## src/sv/led_chain_bit_serializer_unit_defines.svh

```systemverilog
// Assertion helpers for the serializer modules; the engine (lcbs_back) uses them.
`ifndef LED_CHAIN_BIT_SERIALIZER_UNIT_DEFINES_SVH
`define LED_CHAIN_BIT_SERIALIZER_UNIT_DEFINES_SVH

// The consequent must hold in the same cycle as the antecedent.
`define LCBS_ASSERT_SAME(label, clk, rst_n, ante, cons) \
    label: assert property (@(posedge clk) disable iff (!rst_n) (ante) |-> (cons)) \
        else $error("lcbs same-cycle check failed");

// The consequent must hold in the cycle after the antecedent.
`define LCBS_ASSERT_NEXT(label, clk, rst_n, ante, cons) \
    label: assert property (@(posedge clk) disable iff (!rst_n) (ante) |=> (cons)) \
        else $error("lcbs next-cycle check failed");

`endif

```

## src/sv/lcbs_pkg.sv

```systemverilog
package lcbs_pkg;

    localparam int unsigned CfgIndexBits = 3;

    // Configuration register indexes.
    typedef enum logic [CfgIndexBits-1:0] {
        REG_SPEED_MODE     = 3'd0,
        REG_FAST_ONE_HIGH  = 3'd1,
        REG_FAST_ONE_LOW   = 3'd2,
        REG_FAST_ZERO_HIGH = 3'd3,
        REG_FAST_ZERO_LOW  = 3'd4,
        REG_TICKS_PER_US   = 3'd5
    } cfg_reg_t;

    // Item kinds.
    localparam logic KIND_LOAD = 1'b0;
    localparam logic KIND_TICK = 1'b1;

    localparam logic [7:0] MSB_MASK = 8'h80;
    localparam logic [2:0] LAST_BIT_COUNT = 3'd7;

    typedef struct packed {
        logic       kind;
        logic [7:0] data_byte;
        logic       final_byte;
    } item_t;

    typedef struct packed {
        logic line_level;
        logic busy_res;
        logic holder_free;
        logic load_dropped;
        logic frame_done;
    } result_t;

    // Item as classified by the front end.
    typedef struct packed {
        logic       is_tick;
        logic [7:0] data_byte;
        logic       final_byte;
    } work_t;

endpackage

```

## src/sv/lcbs_cfg.sv

```systemverilog
module lcbs_cfg #(
    parameter int unsigned TIMING_BITS = 10
) (
    input  logic                                   clk,
    input  logic                                   rst_n,
    input  logic                                   cfg_write,
    input  logic [lcbs_pkg::CfgIndexBits-1:0]      cfg_index,
    input  logic [TIMING_BITS-1:0]                 cfg_data,
    output logic                                   speed_mode,
    output logic [TIMING_BITS-1:0]                 fast_one_high,
    output logic [TIMING_BITS-1:0]                 fast_one_low,
    output logic [TIMING_BITS-1:0]                 fast_zero_high,
    output logic [TIMING_BITS-1:0]                 fast_zero_low,
    output logic [TIMING_BITS-1:0]                 ticks_per_us
);

    logic                   speed_mode_reg;
    logic [TIMING_BITS-1:0] one_high_reg;
    logic [TIMING_BITS-1:0] one_low_reg;
    logic [TIMING_BITS-1:0] zero_high_reg;
    logic [TIMING_BITS-1:0] zero_low_reg;
    logic [TIMING_BITS-1:0] tpu_reg;

    // Reset values are cut to the timing width, as the hardware keeps only that many bits.
    always_ff @(posedge clk or negedge rst_n)
    begin
        if (!rst_n)
        begin
            speed_mode_reg <= 1'b1;
            one_high_reg   <= TIMING_BITS'(140);
            one_low_reg    <= TIMING_BITS'(68);
            zero_high_reg  <= TIMING_BITS'(68);
            zero_low_reg   <= TIMING_BITS'(140);
            tpu_reg        <= TIMING_BITS'(168);
        end
        else if (cfg_write)
        begin
            case (cfg_index)
                lcbs_pkg::REG_SPEED_MODE:     speed_mode_reg <= cfg_data[0];
                lcbs_pkg::REG_FAST_ONE_HIGH:  one_high_reg   <= cfg_data;
                lcbs_pkg::REG_FAST_ONE_LOW:   one_low_reg    <= cfg_data;
                lcbs_pkg::REG_FAST_ZERO_HIGH: zero_high_reg  <= cfg_data;
                lcbs_pkg::REG_FAST_ZERO_LOW:  zero_low_reg   <= cfg_data;
                lcbs_pkg::REG_TICKS_PER_US:   tpu_reg        <= cfg_data;
                default:                      ;
            endcase
        end
    end

    assign speed_mode     = speed_mode_reg;
    assign fast_one_high  = one_high_reg;
    assign fast_one_low   = one_low_reg;
    assign fast_zero_high = zero_high_reg;
    assign fast_zero_low  = zero_low_reg;
    assign ticks_per_us   = tpu_reg;

endmodule

```

## src/sv/lcbs_front.sv

```systemverilog
module lcbs_front (
    input  logic                clk,
    input  logic                rst_n,
    input  logic                push,
    output logic                full,
    input  lcbs_pkg::item_t     item,
    output lcbs_pkg::work_t     work,
    input  logic                work_take,
    output logic                work_avail
);

    lcbs_pkg::work_t slot_reg [2];
    logic [1:0]      cnt_reg, cnt_next;
    logic            wr_reg, rd_reg;
    logic            do_push, do_pop;

    assign full       = (cnt_reg == 2'd2);
    assign work_avail = (cnt_reg != 2'd0);
    assign do_push    = push && !full;
    assign do_pop     = work_take && work_avail;

    always_comb
    begin
        cnt_next = cnt_reg;
        if (do_push && !do_pop)
        begin
            cnt_next = cnt_reg + 2'd1;
        end
        else if (do_pop && !do_push)
        begin
            cnt_next = cnt_reg - 2'd1;
        end
    end

    always_ff @(posedge clk or negedge rst_n)
    begin
        if (!rst_n)
        begin
            cnt_reg <= 2'd0;
            wr_reg  <= 1'b0;
            rd_reg  <= 1'b0;
        end
        else
        begin
            cnt_reg <= cnt_next;
            if (do_push)
            begin
                wr_reg <= !wr_reg;
            end
            if (do_pop)
            begin
                rd_reg <= !rd_reg;
            end
        end
    end

    // Items are classified on entry so the engine sees a tick flag.
    always_ff @(posedge clk)
    begin
        if (do_push)
        begin
            slot_reg[wr_reg].is_tick    <= (item.kind == lcbs_pkg::KIND_TICK);
            slot_reg[wr_reg].data_byte  <= item.data_byte;
            slot_reg[wr_reg].final_byte <= item.final_byte;
        end
    end

    assign work = slot_reg[rd_reg];

endmodule

```

## src/sv/lcbs_back.sv

```systemverilog
`include "led_chain_bit_serializer_unit_defines.svh"

module lcbs_back #(
    parameter int unsigned TIMING_BITS = 10
) (
    input  logic                   clk,
    input  logic                   rst_n,
    input  lcbs_pkg::work_t        work,
    input  logic                   work_avail,
    output logic                   work_take,
    input  logic                   speed_mode,
    input  logic [TIMING_BITS-1:0] fast_one_high,
    input  logic [TIMING_BITS-1:0] fast_one_low,
    input  logic [TIMING_BITS-1:0] fast_zero_high,
    input  logic [TIMING_BITS-1:0] fast_zero_low,
    input  logic [TIMING_BITS-1:0] ticks_per_us,
    output logic                   empty,
    input  logic                   pop,
    output lcbs_pkg::result_t      result
);

    localparam int unsigned PhaseBits = TIMING_BITS + 1;

    logic [7:0]           held_byte_reg,  held_byte_next;
    logic                 held_valid_reg, held_valid_next;
    logic                 held_final_reg, held_final_next;
    logic [7:0]           shift_reg,      shift_next;
    logic [2:0]           bits_reg,       bits_next;
    logic                 high_reg,       high_next;
    logic [PhaseBits-1:0] phase_reg,      phase_next;
    logic                 sending_reg,    sending_next;
    logic                 sfinal_reg,     sfinal_next;

    logic                 dropped, done;
    logic                 pl_high, pl_one;
    logic [PhaseBits-1:0] pl_raw, pl_len;

    lcbs_pkg::result_t    res;
    lcbs_pkg::result_t    out_reg [2];
    logic [1:0]           out_cnt_reg, out_cnt_next;
    logic                 out_wr_reg, out_rd_reg;
    logic                 out_pop;

    assign out_pop   = pop && !empty;
    assign empty     = (out_cnt_reg == 2'd0);
    assign work_take = work_avail && ((out_cnt_reg != 2'd2) || out_pop);

    // Length of the phase being started; zero counts as one tick.
    always_comb
    begin
        if (speed_mode)
        begin
            if (pl_high)
            begin
                pl_raw = PhaseBits'(pl_one ? fast_one_high : fast_zero_high);
            end
            else
            begin
                pl_raw = PhaseBits'(pl_one ? fast_one_low : fast_zero_low);
            end
        end
        else if (pl_high || pl_one)
        begin
            pl_raw = PhaseBits'(ticks_per_us);
        end
        else
        begin
            pl_raw = {ticks_per_us, 1'b0};
        end
        pl_len = (pl_raw == '0) ? PhaseBits'(1) : pl_raw;
    end

    always_comb
    begin
        held_byte_next  = held_byte_reg;
        held_valid_next = held_valid_reg;
        held_final_next = held_final_reg;
        shift_next      = shift_reg;
        bits_next       = bits_reg;
        high_next       = high_reg;
        phase_next      = phase_reg;
        sending_next    = sending_reg;
        sfinal_next     = sfinal_reg;
        dropped         = 1'b0;
        done            = 1'b0;
        pl_high         = 1'b1;
        pl_one          = held_byte_reg[7];

        if (!work.is_tick)
        begin
            if (held_valid_reg)
            begin
                dropped = 1'b1;
            end
            else
            begin
                held_byte_next  = work.data_byte;
                held_final_next = work.final_byte;
                held_valid_next = 1'b1;
            end
        end
        else if (!sending_reg)
        begin
            if (held_valid_reg)
            begin
                shift_next      = held_byte_reg;
                sfinal_next     = held_final_reg;
                held_valid_next = 1'b0;
                bits_next       = lcbs_pkg::LAST_BIT_COUNT;
                sending_next    = 1'b1;
                high_next       = 1'b1;
                phase_next      = pl_len;
            end
        end
        else if (phase_reg > PhaseBits'(1))
        begin
            phase_next = phase_reg - PhaseBits'(1);
        end
        else if (high_reg)
        begin
            pl_high    = 1'b0;
            pl_one     = |(shift_reg & lcbs_pkg::MSB_MASK);
            high_next  = 1'b0;
            phase_next = pl_len;
        end
        else if (bits_reg != 3'd0)
        begin
            pl_one     = shift_reg[6];
            bits_next  = bits_reg - 3'd1;
            shift_next = {shift_reg[6:0], 1'b0};
            high_next  = 1'b1;
            phase_next = pl_len;
        end
        else
        begin
            done = sfinal_reg;
            if (held_valid_reg)
            begin
                shift_next      = held_byte_reg;
                sfinal_next     = held_final_reg;
                held_valid_next = 1'b0;
                bits_next       = lcbs_pkg::LAST_BIT_COUNT;
                high_next       = 1'b1;
                phase_next      = pl_len;
            end
            else
            begin
                sending_next = 1'b0;
                sfinal_next  = 1'b0;
                high_next    = 1'b0;
                phase_next   = '0;
            end
        end

        res.line_level   = sending_next && high_next;
        res.busy_res     = sending_next;
        res.holder_free  = !held_valid_next;
        res.load_dropped = dropped;
        res.frame_done   = done;
    end

    always_ff @(posedge clk or negedge rst_n)
    begin
        if (!rst_n)
        begin
            held_byte_reg  <= '0;
            held_valid_reg <= 1'b0;
            held_final_reg <= 1'b0;
            shift_reg      <= '0;
            bits_reg       <= '0;
            high_reg       <= 1'b0;
            phase_reg      <= '0;
            sending_reg    <= 1'b0;
            sfinal_reg     <= 1'b0;
        end
        else if (work_take)
        begin
            held_byte_reg  <= held_byte_next;
            held_valid_reg <= held_valid_next;
            held_final_reg <= held_final_next;
            shift_reg      <= shift_next;
            bits_reg       <= bits_next;
            high_reg       <= high_next;
            phase_reg      <= phase_next;
            sending_reg    <= sending_next;
            sfinal_reg     <= sfinal_next;
        end
    end

    always_comb
    begin
        out_cnt_next = out_cnt_reg;
        if (work_take && !out_pop)
        begin
            out_cnt_next = out_cnt_reg + 2'd1;
        end
        else if (out_pop && !work_take)
        begin
            out_cnt_next = out_cnt_reg - 2'd1;
        end
    end

    always_ff @(posedge clk or negedge rst_n)
    begin
        if (!rst_n)
        begin
            out_cnt_reg <= 2'd0;
            out_wr_reg  <= 1'b0;
            out_rd_reg  <= 1'b0;
        end
        else
        begin
            out_cnt_reg <= out_cnt_next;
            if (work_take)
            begin
                out_wr_reg <= !out_wr_reg;
            end
            if (out_pop)
            begin
                out_rd_reg <= !out_rd_reg;
            end
        end
    end

    always_ff @(posedge clk)
    begin
        if (work_take)
        begin
            out_reg[out_wr_reg] <= res;
        end
    end

    assign result = out_reg[out_rd_reg];

    // A high phase only exists while a byte is being sent.
    `LCBS_ASSERT_SAME(a_high_needs_send, clk, rst_n, high_reg, sending_reg)
    // A running phase always has at least one tick left; idle holds none.
    `LCBS_ASSERT_SAME(a_phase_nonzero, clk, rst_n, sending_reg, phase_reg != '0)
    `LCBS_ASSERT_SAME(a_idle_phase_clear, clk, rst_n, !sending_reg, phase_reg == '0)
    // The result queue never overflows.
    `LCBS_ASSERT_NEXT(a_out_bound, clk, rst_n, out_cnt_reg == 2'd2 && !out_pop,
        out_cnt_reg == 2'd2)

endmodule

```

## src/sv/led_chain_bit_serializer_unit.sv

```systemverilog
// Single-wire LED chain serializer. Each accepted beat is either a byte load
// into the one-byte holder or one timing tick, and each produces exactly one
// result beat showing the data line level, busy and holder state, a dropped-load
// flag and a frame-done pulse. One beat is accepted every clock cycle while
// the result queue has room or is being drained; each beat's result passes
// through the two-entry input queue, the waveform engine and the registered
// two-entry result queue. Bytes leave most significant bit
// first; phase lengths come from the fast timing registers or, in slow mode,
// from ticks_per_microsecond (one unit high, one unit low for a one and two
// for a zero). A zero phase length counts as one tick. Configuration should
// only be written while no beats are in flight.
module led_chain_bit_serializer_unit #(
    parameter int unsigned TIMING_BITS = 10
) (
    input  logic                              clk,
    input  logic                              rst_n,
    input  logic                              push,
    output logic                              full,
    input  lcbs_pkg::item_t                   item,
    output logic                              empty,
    input  logic                              pop,
    output lcbs_pkg::result_t                 result,
    input  logic                              cfg_write,
    input  logic [lcbs_pkg::CfgIndexBits-1:0] cfg_index,
    input  logic [TIMING_BITS-1:0]            cfg_data
);

    // The configuration registers hold timing in TIMING_BITS bits; the phase
    // counter is one bit wider so that two slow-mode units fit.
    logic                   speed_mode;
    logic [TIMING_BITS-1:0] fast_one_high;
    logic [TIMING_BITS-1:0] fast_one_low;
    logic [TIMING_BITS-1:0] fast_zero_high;
    logic [TIMING_BITS-1:0] fast_zero_low;
    logic [TIMING_BITS-1:0] ticks_per_us;

    lcbs_pkg::work_t        work;
    logic                   work_take;
    logic                   work_avail;

    lcbs_cfg #(
        .TIMING_BITS (TIMING_BITS)
    ) u_cfg (
        .clk            (clk),
        .rst_n          (rst_n),
        .cfg_write      (cfg_write),
        .cfg_index      (cfg_index),
        .cfg_data       (cfg_data),
        .speed_mode     (speed_mode),
        .fast_one_high  (fast_one_high),
        .fast_one_low   (fast_one_low),
        .fast_zero_high (fast_zero_high),
        .fast_zero_low  (fast_zero_low),
        .ticks_per_us   (ticks_per_us)
    );

    // The front queue takes beats and tags them as load or tick.
    lcbs_front u_front (
        .clk        (clk),
        .rst_n      (rst_n),
        .push       (push),
        .full       (full),
        .item       (item),
        .work       (work),
        .work_take  (work_take),
        .work_avail (work_avail)
    );

    // The engine runs the holder, shifter and phase timer, one beat per cycle,
    // and stalls only when the result queue is full and not being drained.
    lcbs_back #(
        .TIMING_BITS (TIMING_BITS)
    ) u_back (
        .clk            (clk),
        .rst_n          (rst_n),
        .work           (work),
        .work_avail     (work_avail),
        .work_take      (work_take),
        .speed_mode     (speed_mode),
        .fast_one_high  (fast_one_high),
        .fast_one_low   (fast_one_low),
        .fast_zero_high (fast_zero_high),
        .fast_zero_low  (fast_zero_low),
        .ticks_per_us   (ticks_per_us),
        .empty          (empty),
        .pop            (pop),
        .result         (result)
    );

endmodule

```

## config.mk

```make
export PLATFORM = sky130hd
export DESIGN_NAME = led_chain_bit_serializer_unit
export DESIGN_NICKNAME = d
export VERILOG_FILES = /design/src/sv/lcbs_pkg.sv /design/src/sv/lcbs_cfg.sv /design/src/sv/lcbs_front.sv /design/src/sv/lcbs_back.sv /design/src/sv/led_chain_bit_serializer_unit.sv
export VERILOG_INCLUDE_DIRS = /design/src /design/src/sv
export SDC_FILE = /design/constraint.sdc
export NUM_CORES = 1
export LEC_CHECK = 0
export ABC_AREA = 1
export BUFFER_PORTS_ARGS = -buffer_cell sky130_fd_sc_hd__buf_2
export CAP_MARGIN = 20
export CORE_ASPECT_RATIO = 1.2
export CORE_MARGIN = 2
export CORE_UTILIZATION = 60
export CTS_BUF_LIST = sky130_fd_sc_hd__clkbuf_2 sky130_fd_sc_hd__clkbuf_4 sky130_fd_sc_hd__clkbuf_8
export DETAILED_ROUTE_END_ITERATION = 6
export HOLD_SLACK_MARGIN = 0.15
export PLACE_DENSITY = 0.81
export SYNTH_ARGS = -nofsm -noshare
export SYNTH_HDL_FRONTEND = slang
export SYNTH_SLANG_ARGS = --single-unit
```

## constraint.sdc

```tcl
create_clock -name clk -period 2.24 [get_ports clk]
set_input_delay 0.56 -clock clk [delete_from_list [all_inputs] [get_ports clk]]
set_output_delay 0.56 -clock clk [all_outputs]
set_load 0.01 [all_outputs]
```

=== Word level (Yosys, flattened, before mapping) ===
Memories as Yosys holds them, arrays and structs flattened.
Index checks and enable logic that the tools add are counted.

* Bits in latches: 0
* Word-level logic and storage cells: 149
* Output and inout bits: 7
* Bits in registers: 94
* Input bits: 28
* Memory bits (writable): 30
* Memories: 2
* Bits in read-only memories: 0

* Bitwise gates (word level): 2
* Div/mod/pow operators: 0
* Add/sub/neg operators: 6
* Reductions and logical operators: 40
* Magnitude comparators: 1
* Eq/ne operators: 10
* Muxes and demuxes: 67
* Multipliers: 0
* Shifts and indexed selects: 0

{| class="wikitable"
|+ Memory list
! memory !! words !! bits a word !! read ports !! clocked after memory_dff !! wr ports !! line !! source
|-
| u_front.slot_reg || 2 || 10 || 1 || 0 || 1 || lcbs_front.sv:12 || <nowiki>lcbs_pkg::work_t slot_reg [2];</nowiki>
|-
| u_back.out_reg || 2 || 5 || 1 || 0 || 1 || lcbs_back.sv:39 || <nowiki>lcbs_pkg::result_t out_reg [2];</nowiki>
|}

{| class="wikitable"
|+ Operators with widths
! kind !! number
|-
| $mux 11 || 10
|-
| $mux 1 || 41
|-
| $mux 8 || 5
|-
| $mux 10 || 2
|-
| $mux 3 || 5
|-
| $reduce_and 2->1 || 6
|-
| $gt 11x1->1 const B || 1
|-
| $logic_not 1->1 || 11
|-
| $logic_not 11->1 || 1
|-
| $sub 11x1->11 const B || 1
|-
| $logic_and 1x1->1 || 9
|-
| $mux 2 || 4
|-
| $ne 2x2->1 const B || 4
|-
| $reduce_bool 2->1 || 4
|-
| $eq 3x2->1 const B || 2
|-
| $eq 3x3->1 const B || 2
|-
| $reduce_and 3->1 || 2
|-
| $reduce_and 6->1 || 1
|-
| $add 2x1->2 const B || 2
|-
| $reduce_and 4->1 || 1
|-
| $sub 2x1->2 const B || 2
|-
| $eq 3x1->1 const B || 1
|-
| $logic_not 3->1 || 1
|-
| $reduce_bool 3->1 || 1
|-
| other kinds (5) || 7
|}

=== Logic depth before layout (Yosys ltp) ===
* Word-level depth: 16
* Mapped depth: 20
* Gate-level depth less buffers: 19

=== Modules after synthesis ===
From an unflattened synthesis, not the netlist that was laid out.

* Cells, all modules: 758
* Area total of the unflattened synthesis: 6339.8 µm²

{| class="wikitable"
|+ Modules (own cells, without submodules)
! module !! area each (µm²) !! instances !! seq. area each (µm²) !! cells each
|-
| lcbs_back || 3284.4 || 1 || 1276.2 || 442
|-
| lcbs_cfg || 2087.0 || 1 || 1293.7 || 232
|-
| lcbs_front || 968.4 || 1 || 700.7 || 84
|}

=== Worst setup path after synthesis ===
OpenSTA, ideal clock, no wires.

* Path kind: reg2reg
* Start: reg u_back.phase_reg[3]
* End: reg u_back.phase_reg[0]
* Slack: 0.185 ns
* Path buffers: 1
* Data required time: 2.167 ns
* Stages on the path, launching flop included: 19
* Setup time: 0.073 ns
* Data arrival time: 1.982 ns
* Period minus slack after synthesis: 2.055 ns
* Cell sequence: dfrtp_1 -> nor2_2 -> nand2_2 -> nor2_4 -> nand3_2 -> nor2_4 -> nand2_2 -> nand2_4 -> nand2_4 -> buf_6 -> nand2_1 -> nand3_1 -> nand2_1 -> nand2_1 -> nor2_2 -> nand3_2 -> nand2_1 -> nand2_1 -> a21oi_2

* Cells in the longest elaborated chain, start to end: 14
* Elaborated cells between the ends (all ways): 21
* Classes of those cells: order compare (1); mux (18); reduce/logical (2)

{| class="wikitable"
|+ Ends and longest elaborated chain
! what !! line !! source
|-
| start: declaration || lcbs_back.sv:30 || <nowiki>logic [PhaseBits-1:0] phase_reg, phase_next;</nowiki>
|-
| start signal: assignment || lcbs_back.sv:184 || <nowiki>phase_reg <= phase_next;</nowiki>
|-
| $gt 11x1->1 * || lcbs_back.sv:115 || <nowiki>else if (phase_reg > PhaseBits'(1))</nowiki>
|-
| $mux 1 || lcbs_back.sv:115 ||
|-
| $mux 1 || lcbs_back.sv:102 || <nowiki>else if (!sending_reg)</nowiki>
|-
| $mux 1 || lcbs_back.sv:89 || <nowiki>if (!work.is_tick)</nowiki>
|-
| $mux 10 (tied with other cells) || lcbs_back.sv:59 || <nowiki>pl_raw = PhaseBits'(pl_one ? fast_one_low : fast_zero_low);</nowiki>
|-
| $mux 11 (on tied branches) || lcbs_back.sv:53, lcbs_back.sv:62 ||
|-
| $mux 11 || lcbs_back.sv:51 || <nowiki>if (speed_mode)</nowiki>
|-
| $logic_not 11->1 || lcbs_back.sv:70 || <nowiki>pl_len = (pl_raw == '0) ? PhaseBits'(1) : pl_raw;</nowiki>
|-
| $mux 11 || lcbs_back.sv:70 ||
|-
| $mux 11 || lcbs_back.sv:137 || <nowiki>if (held_valid_reg)</nowiki>
|-
| $mux 11 || lcbs_back.sv:126 || <nowiki>else if (bits_reg != 3'd0)</nowiki>
|-
| $mux 11 || lcbs_back.sv:119 || <nowiki>else if (high_reg)</nowiki>
|-
| $mux 11 || lcbs_back.sv:115 ||
|-
| $mux 11 * || lcbs_back.sv:102 ||
|}

Mark *: on every way between the ends. The rest lies on a longest branch, timed or not. The select of a mux whose other input is x is not followed.
A chain may end at the register's enable or synchronous reset.

=== Final worst setup path ===
* Start: reg u_back.phase_reg[4]
* End: reg u_back.phase_reg[5]

* Cells in the longest elaborated chain, start to end: 14
* Elaborated cells between the ends (all ways): 22
* Classes of those cells: add/sub (1); order compare (1); mux (18); reduce/logical (2)

{| class="wikitable"
|+ Ends and longest elaborated chain
! what !! line
|-
| $gt 11x1->1 || lcbs_back.sv:115
|-
| $mux 1 || lcbs_back.sv:115
|-
| $mux 1 || lcbs_back.sv:102
|-
| $mux 1 || lcbs_back.sv:89
|-
| $mux 10 (tied with other cells) || lcbs_back.sv:59
|-
| $mux 11 (on tied branches) || lcbs_back.sv:53, lcbs_back.sv:62
|-
| $mux 11 || lcbs_back.sv:51
|-
| $logic_not 11->1 || lcbs_back.sv:70
|-
| $mux 11 || lcbs_back.sv:70
|-
| $mux 11 || lcbs_back.sv:137
|-
| $mux 11 || lcbs_back.sv:126
|-
| $mux 11 || lcbs_back.sv:119
|-
| $mux 11 || lcbs_back.sv:115
|-
| $mux 11 * || lcbs_back.sv:102
|}

Marks and branches as above.

==> results.tsv <==
metric	value	unit
outcome	finished, violations left	
failed_checks	setup timing	
drive_above_1_share	29.75	%
rr_worst_depth	17	
cp.required	2.56	ns
drt_iter0_drc	581	
crit_end	u_back.phase_reg[5]$_DFFE_PN0P_	
drt_first_pass_iters	6	
final.fill_count	623	
ff2ff_setup_slack	-0.35	ns
cp-end-kind	flip-flop	
crit_fanout	6	
r2r-start	u_back.phase_reg[4]$_DFFE_PN0P_	
vias_per_cell	5.946	
final-hold-violation-count	0	
vias	5506	
cts_inserted_buffers	17	
arrival	2.92	ns
finalNonFillerCells	926	
min_from	item[7]	
syn_to_final_growth	27.26	%
detail-route-antenna-nets	0	
ir_drop	0.7178	mV
yosys_warnings	0	
drc_errors	0	
cp-start-kind	flip-flop	
totalWireLength	16450	µm
largest_reg_flops	20	
leakage	3.595	nW
wl_per_cell	17.76	µm
dieHeight	113.5	µm
die_area	0.01082	mm²
place.gp.congestion	0.9303	
fmax	385.6	MHz
setup_violations	11	
place_inst	878	
grt_setup_unrepaired	true	
clock_latency	0.45	ns
htreeDepth	4	
fin_nets	821	
period_share	115.8	%
yosys-top-cells-area	dfrtp_1 (33%), edfxtp_1 (15%), nand2_1 (11%)	
min_period	2.593	ns
avgSynthCellArea	8.657	µm²
antenna_cells	0	
grt_pass1_wl	23870	µm
maxCapViolCount	0	
fin_ws	-0.3534	ns
hpwl	9733	µm
fin_setup_tns	-2.439	ns
slew_violations	0	
synth_top_cell_by_area	dfrtp_1	
path_clk_slew	0.07	ns
numClockSinks	124	
tritoncts	built	
clk_path_buf_depth	2	
ios	35	
synth_cells	693	
grt_max_degree	41	
cts-root-buf	clkbuf_8	
skew	0.01772	ns
final_util	77.44	%
ys_ff_latch	124	
start_util	60.85	%
maxSlewHeadroom	53.63	%
grt_use_total	28.60	%
hp-class	in -> reg	
coreArea	0.009859	mm²
gr-total-overflow	0	
synth_top_area_share	33.37	%
critPathKind	reg -> reg	
port_buffers	34	
stdcell_area	0.007635	mm²
synthesis.area	0.006000	mm²
fin_total_pwr	9.828	mW
place_area	0.006628	mm²
fp-row-count	40	
reg2reg_to	u_back.phase_reg[5]$_DFFE_PN0P_	
syn_nets	727	
worst_slew_pin_slew	0.6939	ns
first_global_vias	5058	
power_density	1287	mW/mm²
ys_seq_area_share	54.52	%
crit_path_start	u_back.phase_reg[4]$_DFFE_PN0P_	
antenna_found_initial	0	
die_w	95.29	µm
synth.distinct_cells	43	
-- critical path: stages (launching register included) --
cell and delay [ns]:
dfrtp_1 0.41, nor2_2 0.17, nand2_2 0.09, nor2_4 0.16, nand3_2 0.12, nor2_4 0.16, nand2_4 0.13, nand2_8 0.14
buf_12 0.13, nand2_8 0.10, nand2_4 0.08, nand3_2 0.06, nand2_2 0.10, nand2_2 0.09, nor2_4 0.17, nand3_4 0.13
nand3b_1 0.16, a21oi_2 0.07
-- cells by family (layout without fill, tap and decap cells) --
logic type      after synthesis  in the layout  synth area share, %
xor+xnor                     15             15                2.190
simple gates                329            330                24.11
flops                       124            124                54.52
fa+ha+maj                     6              6                1.251
buf+inv                     104            210                7.153
compound gates              115            115                10.78
-- layout by cell type (no fill, tap or decap), types with 2 or more instances in the layout --
master and instances:
nand2_1 150, dfrtp_1 80, inv_1 73, o21ai_0 66, buf_4 49, nor2_1 45
nand3_1 42, buf_2 33, edfxtp_1 30, nand2_2 25, nand3_2 22, clkbuf_8 19
dfstp_2 14, a21oi_1 12, a31oi_1 11, nand2_4 9, xnor2_1 8, nor2_4 7
nor3_1 7, nand3b_1 7, xor2_1 7, inv_2 6, a21oi_2 6, ha_1 6
buf_12 6, nor2_2 4, o21ai_2 4, clkinv_1 4, nand3_4 4, clkbuf_4 4
buf_6 4, a221oi_2 3, o21ai_1 2, o32ai_1 2, nand2_8 2, nor4_1 2
a22oi_1 2, clkinv_2 2, bufinv_16 2, clkbuf_16 2
-- Yosys cell counts, drive strengths merged --
master	count
a211oi	1
a21boi	1
a21oi	18
a221oi	3
a22oi	3
a31oi	11
a32oi	2
buf	11
clkbuf	12
clkinv	1
dfrtp	80
dfstp	14
edfxtp	30
ha	6
inv	80
nand2	185
nand3	68
nand3b	7
nand4	1
nor2	56
nor3	9
nor4	2
o211ai	1
o21ai	72
o22ai	1
o32ai	2
or3	1
xnor2	8
xor2	7
-- routing by layer --
metal / routed length [µm] / GRT usage, % / vias up
li1: - / - / 2467
met1: 6311 / 38.34 / 2642
met2: 8342 / 44.74 / 327
met3: 1254 / 6.737 / 70
met4: 539 / 12.08 / 0
met5: 0 / 0 / -
-- where the power goes --
part | switching, mW | internal, mW
logic | 2.54 | 1.69
registers | 0.494 | 3.14
clock network | 0.878 | 1.08
total | 3.91 | 5.92
-- per-stage QoR --
| step | hold WS [ns] | worst slack, ns |
|---|---|---|
| 3_3_place_gp | 0.4617 | -0.05552 |
| 3_5_place_dp | 0.4736 | -0.1216 |
| 4_1_cts | 0.2868 | -0.08939 |
| 5_1_grt | 0.2752 | -0.4615 |
| 2_1_floorplan | 0.2644 | 0.1854 |
| 6_report | 0.2952 | -0.3534 |
-- what timing repair did --
| item | CTS | global route |
|---|---|---|
| hold buffers | 1 | 0 |
| hold endpoints to repair | 23 | 0 |
| cloned | 1 | 4 |
| gates resized for setup | 39 | 66 |
| endpoints found under the setup margin | 6 | 14 |
| pin swaps | 8 | 26 |
| setup buffers | 4 | 8 |
-- final cells by class --
| type | count | area [µm²] | area share, % |
|---|---|---|---|
| inverters | 81 | 316.6 | 4.146 |
| flip-flops and latches | 124 | 3271 | 42.84 |
| well taps | 126 | 157.7 | 2.065 |
| repair buffers | 97 | 800.8 | 10.49 |
| clock buffers | 23 | 291.5 | 3.818 |
| clock inverters | 9 | 97.59 | 1.278 |
| multi-input cells | 466 | 2700 | 35.37 |
-- how the worst min path moves through the flow --
stage,endpoint,slack [ns],cells past startpoint
5_1_grt,u_front.slot_reg[0][7]$_DFFE_PP_,0.28,1
3_5_place_dp,u_cfg.fast_one_low[9]$_DFFE_PN0P_,0.47,2
6_report,u_front.slot_reg[1][7]$_DFFE_PP_,0.30,1
4_1_cts,u_front.slot_reg[1][7]$_DFFE_PP_,0.29,1
2_1_floorplan,u_back.bits_reg[0]$_DFFE_PN0P_,0.26,0
3_3_place_gp,u_cfg.fast_one_low[9]$_DFFE_PN0P_,0.46,2
(Power assumes the default switching activity.)
